--- config.mk ---
export PLATFORM = sky130hd
export DESIGN_NAME = lfu_cache_lru_tiebreak
export DESIGN_NICKNAME = d
export VERILOG_FILES = /design/src/lfu_pkg.sv /design/src/lfu_ctrl.sv /design/src/lfu_dp.sv /design/src/lfu_cache_lru_tiebreak.sv
export VERILOG_INCLUDE_DIRS = /design/src /design/src/src
export SDC_FILE = /design/constraint.sdc
export NUM_CORES = 2
export LEC_CHECK = 0
export ABC_AREA = 1
export BUFFER_PORTS_ARGS = -buffer_cell sky130_fd_sc_hd__buf_2
export CAP_MARGIN = 0
export CORE_MARGIN = 10
export CORE_UTILIZATION = 40
export CTS_CLUSTER_SIZE = 12
export DETAILED_ROUTE_END_ITERATION = 16
export PLACE_DENSITY = 0.51
export SLEW_MARGIN = 10
export SYNTH_ARGS = -nofsm -noshare
export SYNTH_HDL_FRONTEND = slang
export SYNTH_SLANG_ARGS = --single-unit
--- constraint.sdc ---
create_clock -name clk_i -period 21 [get_ports clk_i]
set_input_delay 1.05 -clock clk_i [delete_from_list [all_inputs] [get_ports clk_i]]
set_output_delay 1.05 -clock clk_i [all_outputs]
set_load 0.005 [all_outputs]
--- src/lfu_cache_lru_tiebreak_macros.svh ---
// assertion macros for the lfu cache block
// no dependencies
`ifndef LFU_CACHE_LRU_TIEBREAK_MACROS_SVH
`define LFU_CACHE_LRU_TIEBREAK_MACROS_SVH
// implication checked on every clock edge outside reset
`define LFU_ASSERT_IMP(label, clk, rst_n, ante, cons) \
  label: assert property (@(posedge clk) disable iff (!rst_n) (ante) |-> (cons)) \
    else $error("assertion failed");
// next-cycle implication
`define LFU_ASSERT_NEXT(label, clk, rst_n, ante, cons) \
  label: assert property (@(posedge clk) disable iff (!rst_n) (ante) |=> (cons)) \
    else $error("assertion failed");
`endif

--- src/lfu_pkg.sv ---
// shared types and constants of the lfu cache
// no dependencies
`default_nettype none
package lfu_pkg;
  localparam int unsigned Entries   = 16;
  localparam int unsigned CountBits = 16;
  localparam int unsigned IdxBits   = (Entries > 1) ? $clog2(Entries) : 1;
  localparam int unsigned OccBits   = $clog2(Entries + 1);
  localparam int unsigned CapBits   = 5;
  localparam logic [CapBits-1:0] CapReset = CapBits'(16);
  localparam logic [CountBits-1:0] CountMax = {CountBits{1'b1}};
  localparam logic ModeGet = 1'b0;
  localparam logic ModePut = 1'b1;

  typedef logic [IdxBits-1:0] idx_t;
  typedef logic [CountBits-1:0] count_t;

  typedef struct packed {
    logic        mode;
    logic [31:0] lookup_key;
    logic [31:0] put_value;
  } req_t;

  typedef struct packed {
    logic        hit;
    logic [31:0] read_value;
    logic        evicted;
    logic [31:0] evicted_key;
    logic        dropped;
  } rsp_t;

  // controller to datapath
  typedef struct packed {
    logic load_req;
    logic search;
    logic update;
  } cmd_t;
endpackage
`default_nettype wire

--- src/lfu_ctrl.sv ---
// controller state machine of the lfu cache
// depends on lfu_pkg
`default_nettype none
`include "lfu_cache_lru_tiebreak_macros.svh"
module lfu_ctrl (
  input  wire logic        clk_i,
  input  wire logic        rst_ni,
  input  wire logic        in_valid_i,
  output logic             in_ready_o,
  output logic             out_valid_o,
  input  wire logic        out_ready_i,
  output lfu_pkg::cmd_t    cmd_o
);
  import lfu_pkg::*;

  typedef enum logic [2:0] {
    StIdle   = 3'b001,
    StSearch = 3'b010,
    StUpdate = 3'b100
  } state_e;

  state_e state_q, state_d;
  logic   out_valid_q, out_valid_d;
  logic   accept;

  // a new item may enter when idle and the output slot is or gets free
  assign in_ready_o  = (state_q == StIdle) && (!out_valid_q || out_ready_i);
  assign accept      = in_valid_i && in_ready_o;
  assign out_valid_o = out_valid_q;

  // next state
  always_comb begin
    state_d     = state_q;
    out_valid_d = out_valid_q && !out_ready_i;
    cmd_o       = '0;
    unique case (state_q)
      StIdle: begin
        if (accept) begin
          cmd_o.load_req = 1'b1;
          state_d        = StSearch;
        end
      end
      StSearch: begin
        cmd_o.search = 1'b1;
        state_d      = StUpdate;
      end
      StUpdate: begin
        cmd_o.update = 1'b1;
        out_valid_d  = 1'b1;
        state_d      = StIdle;
      end
      default: state_d = StIdle;
    endcase
  end

  // state registers
  always_ff @(posedge clk_i or negedge rst_ni) begin
    if (!rst_ni) begin
      state_q     <= StIdle;
      out_valid_q <= 1'b0;
    end else begin
      state_q     <= state_d;
      out_valid_q <= out_valid_d;
    end
  end

  `LFU_ASSERT_IMP(a_onehot, clk_i, rst_ni, 1'b1, $onehot(state_q))
  `LFU_ASSERT_NEXT(a_acc_search, clk_i, rst_ni, accept, state_q == StSearch)
  `LFU_ASSERT_NEXT(a_upd_valid, clk_i, rst_ni, state_q == StUpdate, out_valid_q)
  `LFU_ASSERT_IMP(a_no_overrun, clk_i, rst_ni, state_q == StUpdate, !out_valid_q || out_ready_i)
endmodule
`default_nettype wire

--- src/lfu_dp.sv ---
// entry table, search and update datapath of the lfu cache
// depends on lfu_pkg
`default_nettype none
module lfu_dp (
  input  wire logic                   clk_i,
  input  wire logic                   rst_ni,
  input  lfu_pkg::cmd_t               cmd_i,
  input  lfu_pkg::req_t               req_i,
  input  wire logic [lfu_pkg::CapBits-1:0] cap_i,
  output lfu_pkg::rsp_t               rsp_o
);
  import lfu_pkg::*;

  logic [Entries-1:0] valid_q;
  logic [31:0]        key_q   [Entries];
  logic [31:0]        value_q [Entries];
  count_t             count_q [Entries];
  idx_t               rec_q   [Entries];

  req_t   req_q;
  rsp_t   rsp_q;
  // search results
  logic   found_q, vic_ok_q, free_ok_q, full_q;
  idx_t   found_idx_q, vic_idx_q, free_idx_q;

  // parallel key match and free entry search
  logic [Entries-1:0] match;
  logic   found_c, free_c;
  idx_t   found_idx_c, free_idx_c;
  logic [OccBits-1:0] occ_c;
  always_comb begin
    found_c = 1'b0; free_c = 1'b0;
    found_idx_c = '0; free_idx_c = '0; occ_c = '0;
    for (int i = 0; i < Entries; i++) begin
      match[i] = valid_q[i] && (key_q[i] == req_q.lookup_key);
      if (valid_q[i]) occ_c = occ_c + OccBits'(1);
      if (match[i] && !found_c) begin
        found_c = 1'b1; found_idx_c = idx_t'(i);
      end
      if (!valid_q[i] && !free_c) begin
        free_c = 1'b1; free_idx_c = idx_t'(i);
      end
    end
  end

  // victim: lowest count, then oldest; recency ranks are distinct among valid
  // entries, so a pairwise tree over the table settles it
  logic   t_ok  [Entries];
  count_t t_cnt [Entries];
  idx_t   t_rec [Entries];
  idx_t   t_idx [Entries];
  logic   vic_ok_c;
  idx_t   vic_idx_c;
  always_comb begin
    for (int i = 0; i < Entries; i++) begin
      t_ok[i]  = valid_q[i];
      t_cnt[i] = count_q[i];
      t_rec[i] = rec_q[i];
      t_idx[i] = idx_t'(i);
    end
    for (int s = 1; s < Entries; s = s * 2) begin
      for (int i = 0; i + s < Entries; i = i + 2 * s) begin
        if (t_ok[i + s] && (!t_ok[i] || t_cnt[i + s] < t_cnt[i] ||
            (t_cnt[i + s] == t_cnt[i] && t_rec[i + s] > t_rec[i]))) begin
          t_ok[i]  = 1'b1;
          t_cnt[i] = t_cnt[i + s];
          t_rec[i] = t_rec[i + s];
          t_idx[i] = t_idx[i + s];
        end
      end
    end
    vic_ok_c  = t_ok[0];
    vic_idx_c = t_idx[0];
  end

  // effective capacity
  logic [CapBits-1:0] cap_eff;
  assign cap_eff = (32'(cap_i) > Entries) ? CapBits'(Entries) : cap_i;

  always_ff @(posedge clk_i) begin
    if (cmd_i.load_req) req_q <= req_i;
    if (cmd_i.search) begin
      found_q <= found_c; found_idx_q <= found_idx_c;
      free_ok_q <= free_c; free_idx_q <= free_idx_c;
      vic_ok_q <= vic_ok_c; vic_idx_q <= vic_idx_c;
      full_q <= (32'(occ_c) >= 32'(cap_eff));
    end
  end

  // read-modify-write of entry state
  idx_t slot;
  logic do_evict, do_insert, do_bump;
  idx_t ref_rec;
  always_comb begin
    do_bump   = found_q;
    do_evict  = !found_q && req_q.mode == ModePut && cap_eff != '0 && full_q && vic_ok_q;
    do_insert = !found_q && req_q.mode == ModePut && cap_eff != '0 &&
                (do_evict || free_ok_q);
    slot      = found_q ? found_idx_q : (do_evict ? vic_idx_q : free_idx_q);
    ref_rec   = rec_q[slot];
  end

  always_ff @(posedge clk_i or negedge rst_ni) begin
    if (!rst_ni) valid_q <= '0;
    else if (cmd_i.update && do_insert) valid_q[slot] <= 1'b1;
  end

  always_ff @(posedge clk_i) begin
    if (cmd_i.update) begin
      rsp_q.hit         <= found_q;
      rsp_q.read_value  <= (found_q && req_q.mode == ModeGet) ? value_q[found_idx_q] : '0;
      rsp_q.evicted     <= do_evict;
      rsp_q.evicted_key <= do_evict ? key_q[vic_idx_q] : '0;
      rsp_q.dropped     <= !found_q && req_q.mode == ModePut && cap_eff == '0;
      for (int i = 0; i < Entries; i++) begin
        if (valid_q[i] && idx_t'(i) != slot) begin
          if ((do_bump && rec_q[i] < ref_rec) ||
              (do_insert && (!do_evict || rec_q[i] < ref_rec)))
            rec_q[i] <= rec_q[i] + idx_t'(1);
        end
      end
      if (do_bump) begin
        rec_q[slot] <= '0;
        if (count_q[slot] != CountMax) count_q[slot] <= count_q[slot] + count_t'(1);
        if (req_q.mode == ModePut) value_q[slot] <= req_q.put_value;
      end
      if (do_insert) begin
        rec_q[slot]   <= '0;
        count_q[slot] <= count_t'(1);
        key_q[slot]   <= req_q.lookup_key;
        value_q[slot] <= req_q.put_value;
      end
    end
  end

  assign rsp_o = rsp_q;
endmodule
`default_nettype wire

--- src/lfu_cache_lru_tiebreak.sv ---
// lfu cache with lru tie-break: after a transaction is accepted it passes a
// search state, then an update state that registers the result; the next
// transaction is accepted no earlier than the cycle the result leaves, so
// a new item is not taken while the last one is in flight. reset clears all
// valid bits at once and sets capacity to 16; no clearing pass.
// top level: depends on lfu_pkg, lfu_ctrl, lfu_dp
`default_nettype none
module lfu_cache_lru_tiebreak (
  input  wire logic          clk_i,
  input  wire logic          rst_ni,
  input  wire logic          in_valid_i,
  output logic               in_ready_o,
  input  lfu_pkg::req_t      in_data_i,
  output logic               out_valid_o,
  input  wire logic          out_ready_i,
  output lfu_pkg::rsp_t      out_data_o,
  input  wire logic          cfg_we_i,
  input  wire logic [4:0]    cfg_wdata_i
);
  import lfu_pkg::*;

  cmd_t cmd;
  logic [CapBits-1:0] cap_q;

  // capacity register
  always_ff @(posedge clk_i or negedge rst_ni) begin
    if (!rst_ni) cap_q <= CapReset;
    else if (cfg_we_i) cap_q <= cfg_wdata_i;
  end

  lfu_ctrl u_ctrl (
    .clk_i, .rst_ni, .in_valid_i, .in_ready_o, .out_valid_o, .out_ready_i,
    .cmd_o(cmd)
  );

  lfu_dp u_dp (
    .clk_i, .rst_ni, .cmd_i(cmd), .req_i(in_data_i), .cap_i(cap_q),
    .rsp_o(out_data_o)
  );
endmodule
`default_nettype wire

==> impl_metrics.env <==
export IMPL_numCtsBuffers=171
export IMPL_grt_max_degree=258
export IMPL_cp_start_kind="flip-flop"
export IMPL_endpoint_kind="flip-flop"
export IMPL_startpoint="u_dp.count_q[15][15]"
export IMPL_grt_overflow=0
export IMPL_grt_pass1_vias=59096
export IMPL_drtPass1Iterations=7
export IMPL_syn_num_nets=8052
export IMPL_synth_flop_cell="edfxtp_1"
export IMPL_crit_slowest_cell="inv_1"
export IMPL_synth_cells=7589
export IMPL_postLayoutCellArea_mm2=0.08694
export IMPL_synth_adder_area_share_pct=6.232
export IMPL_rows=161
export IMPL_clk_path_buf_depth=3
export IMPL_path_max_fanout=42
export IMPL_max_stage_delay_ns=0.86
export IMPL_drc=0
export IMPL_drive_gt1_share_pct=8.507
export IMPL_top_level_ports=144
export IMPL_drt_initial_drc_count=6955
export IMPL_post_cts_buffers=0
export IMPL_dpl_hpwl_um=191300
export IMPL_synth_top_family_by_area="compound AO/OA/AOI/OAI gates"
export IMPL_netlist_area_mm2=0.07790
export IMPL_worstPathRequired_ns=21.58
export IMPL_cts_sinks=1517
export IMPL_cp_arrival_ns=11.35
export IMPL_synthXorXnorAreaFrac_pct=2.294
export IMPL_fmax_mhz=92.91
export IMPL_ys_seq_area_share_pct=57.50
export IMPL_io_buffers=143
export IMPL_ff2ff_path_depth=45
export IMPL_vias=61422
export IMPL_antenna_found_initial=7
export IMPL_synth_edf_count=1428
export IMPL_r2r_end="u_dp.vic_idx_q[0]"
export IMPL_finalHoldViolCount=0
export IMPL_maxCapViolCount=0
export IMPL_fin_ws_ns=10.24
export IMPL_r2r_start="u_dp.count_q[15][15]"
export IMPL_area_growth_pct=11.61
export IMPL_synth_mux_area_share_pct=0.04337
export IMPL_outcome="complete, no violations"
export IMPL_post_place_ws_ns=10.48
export IMPL_htree_levels=4
export IMPL_hp_class="input pin to async pin"
export IMPL_rsz0062_at_grt="no"
export IMPL_ys_ff_latch=1517
export IMPL_die_height_um=461.3
export IMPL_final_cell_mix="1428 x edfxtp_1, 1001 x nand2_1, 955 x o21ai_0"
export IMPL_yosysWarnings=0
export IMPL_leakagePower_nw=31.92
export IMPL_cts_root_buf="clkbuf_16"
export IMPL_cts_tree="done"
export IMPL_period_minus_slack_ns=10.76
export IMPL_synth_simple_gate_area_share_pct=12.63
export IMPL_fin_nets=8096
export IMPL_synth_cell_types=70
export IMPL_wl_per_cell_um=27.84
export IMPL_ant_nets=0
export IMPL_gp_congestion=0.9471
export IMPL_grt_pass1_wl_um=412000
export IMPL_power_density_mw_per_mm2=97.63
export IMPL_ctsResizeCount=0
export IMPL_fp_dieW_um=461.3
export IMPL_slew_violations=0
export IMPL_initial_utilization_pct=40.32
export IMPL_synthArstFlopShare_pct=1.648
export IMPL_path_common_cell="nand2_1"
export IMPL_worst_slew_margin_rel_pct=13.80
export IMPL_cts_clk_slew_worst_paths_ns=0.06
export IMPL_dieArea_mm2=0.2128
export IMPL_synth_compound_area_share_pct=16.28
export IMPL_finalSetupViolations=0
export IMPL_final_common_cell="edfxtp_1"
export IMPL_synth_avg_cell_area_um2=10.26
export IMPL_clkLatencyLatePin_ns=0.85
export IMPL_tns_ns=0
export IMPL_fin_crit_sh_pct=51.25
export IMPL_ir_worst_vdd_v=0.00008224
export IMPL_r2r_slack_ns=10.24
export IMPL_crit_type="flip-flop to flip-flop"
export IMPL_viasPerCell=5.963
export IMPL_worstMarginPinSlew_ns=1.293
export IMPL_wl_um=286800
export IMPL_fp_coreArea_mm2=0.1932
export IMPL_hold_slack_ns=0.3549
export IMPL_place_area_mm2=0.08142
export IMPL_track_usage_pct=26.11
export IMPL_cp_endpoint="u_dp.vic_idx_q[0]"
export IMPL_finalPower_w=0.008488
export IMPL_ctsHoldBuffers=0
export IMPL_fin_worst_skew_ns=0.04786
metrics by stage:
step           util (%)  cells
3_3_place_gp      42.15   9985
2_1_floorplan         -   7589
3_5_place_dp      42.15   9985
4_1_cts           44.99  10295
6_report          45.00  10300
5_1_grt           45.00  10297
state kept, by name, indices dropped and copies added, names as in the netlist, 3 cells and up:
register / cells
cap_q: 5
u_ctrl.state_q: 3
u_dp.count_q: 256
u_dp.found_idx_q: 4
u_dp.free_idx_q: 4
u_dp.key_q: 512
u_dp.rec_q: 64
u_dp.req_q: 65
u_dp.rsp_o: 67
u_dp.valid_q: 16
u_dp.value_q: 512
u_dp.vic_idx_q: 4
cell usage after synthesis, types with 67 or more instances:
library cell	instances	area, um2
edfxtp_1	1428	42880
nand2_1	1002	3761
o21ai_0	955	4780
nor2_1	726	2725
inv_1	564	2117
ha_1	388	4855
a21oi_1	369	1847
o22ai_1	345	2158
clkbuf_1	328	1231
nand3_1	285	1426
xnor2_1	137	1200
o221ai_1	132	1156
o211ai_1	75	563.0
nor3_1	71	355.3
nand4_1	70	437.9
xor2_1	67	586.8
power by group:
part	switching [W]	internal, W	leakage [nW]
registers	0.0000832	0.00356	13.7
logic	0.00141	0.000449	15.6
clock network	0.00128	0.00170	2.65
total	0.00278	0.00571	31.9
routing by layer:
layer	global-route usage, %	wire [um]	part of all wire (%)
met1	35.67	122300	43
met4	9.562	11270	3.9
met2	40.63	128100	45
met5	0	27	0.0094
met3	5.824	25100	8.8
critical path, delay by kind of cell (launching register included):
kind / cells / cell delay (ns)
flip-flops: 1 / 0.42
AND/OR/NAND/NOR: 16 / 2.04
buffers and inverters: 8 / 2.56
adder cells (fa/ha/maj): 4 / 1.52
AO/OA/AOI/OAI: 17 / 3.92
cells by family (layout without fill, tap and decap cells):
group           after synthesis  in the layout
compound gates             2166           2166
other cells                   0              4
xor+xnor                    204            204
fa+ha+maj                   388            388
simple gates               2307           2307
mux                           3              3
buf+inv                    1004           1185
flops                      1517           1517
how the worst min path moves through the flow:
| stage | start | endpoint | slack (ns) | cells past startpoint |
|---|---|---|---|---|
| detailed placement | u_dp.rec_q[1][0] | u_dp.rec_q[1][0] | 0.50 | 2 |
| global placement | u_ctrl.state_q[2] | u_ctrl.state_q[2] | 0.47 | 1 |
| finish | rst_ni | cap_q[3] | 0.35 | 1 |
| CTS | in_data_i[30] | u_dp.req_q[30] | 0.32 | 1 |
| global route | in_data_i[30] | u_dp.req_q[30] | 0.34 | 1 |
| floorplan | u_ctrl.state_q[2] | u_ctrl.state_q[2] | 0.43 | 1 |
area by class of cell:
class / instances / area (um2)
multi-input cells: 5068 / 29450
inverters: 598 / 2270
flip-flops and latches: 1517 / 44790
clock inverters: 86 / 930.9
fillers: 18203 / 106200
diodes: 4 / 10.01
repair buffers: 277 / 1767
well taps: 2526 / 3161
clock buffers: 224 / 4559
(Power assumes the default switching activity.)
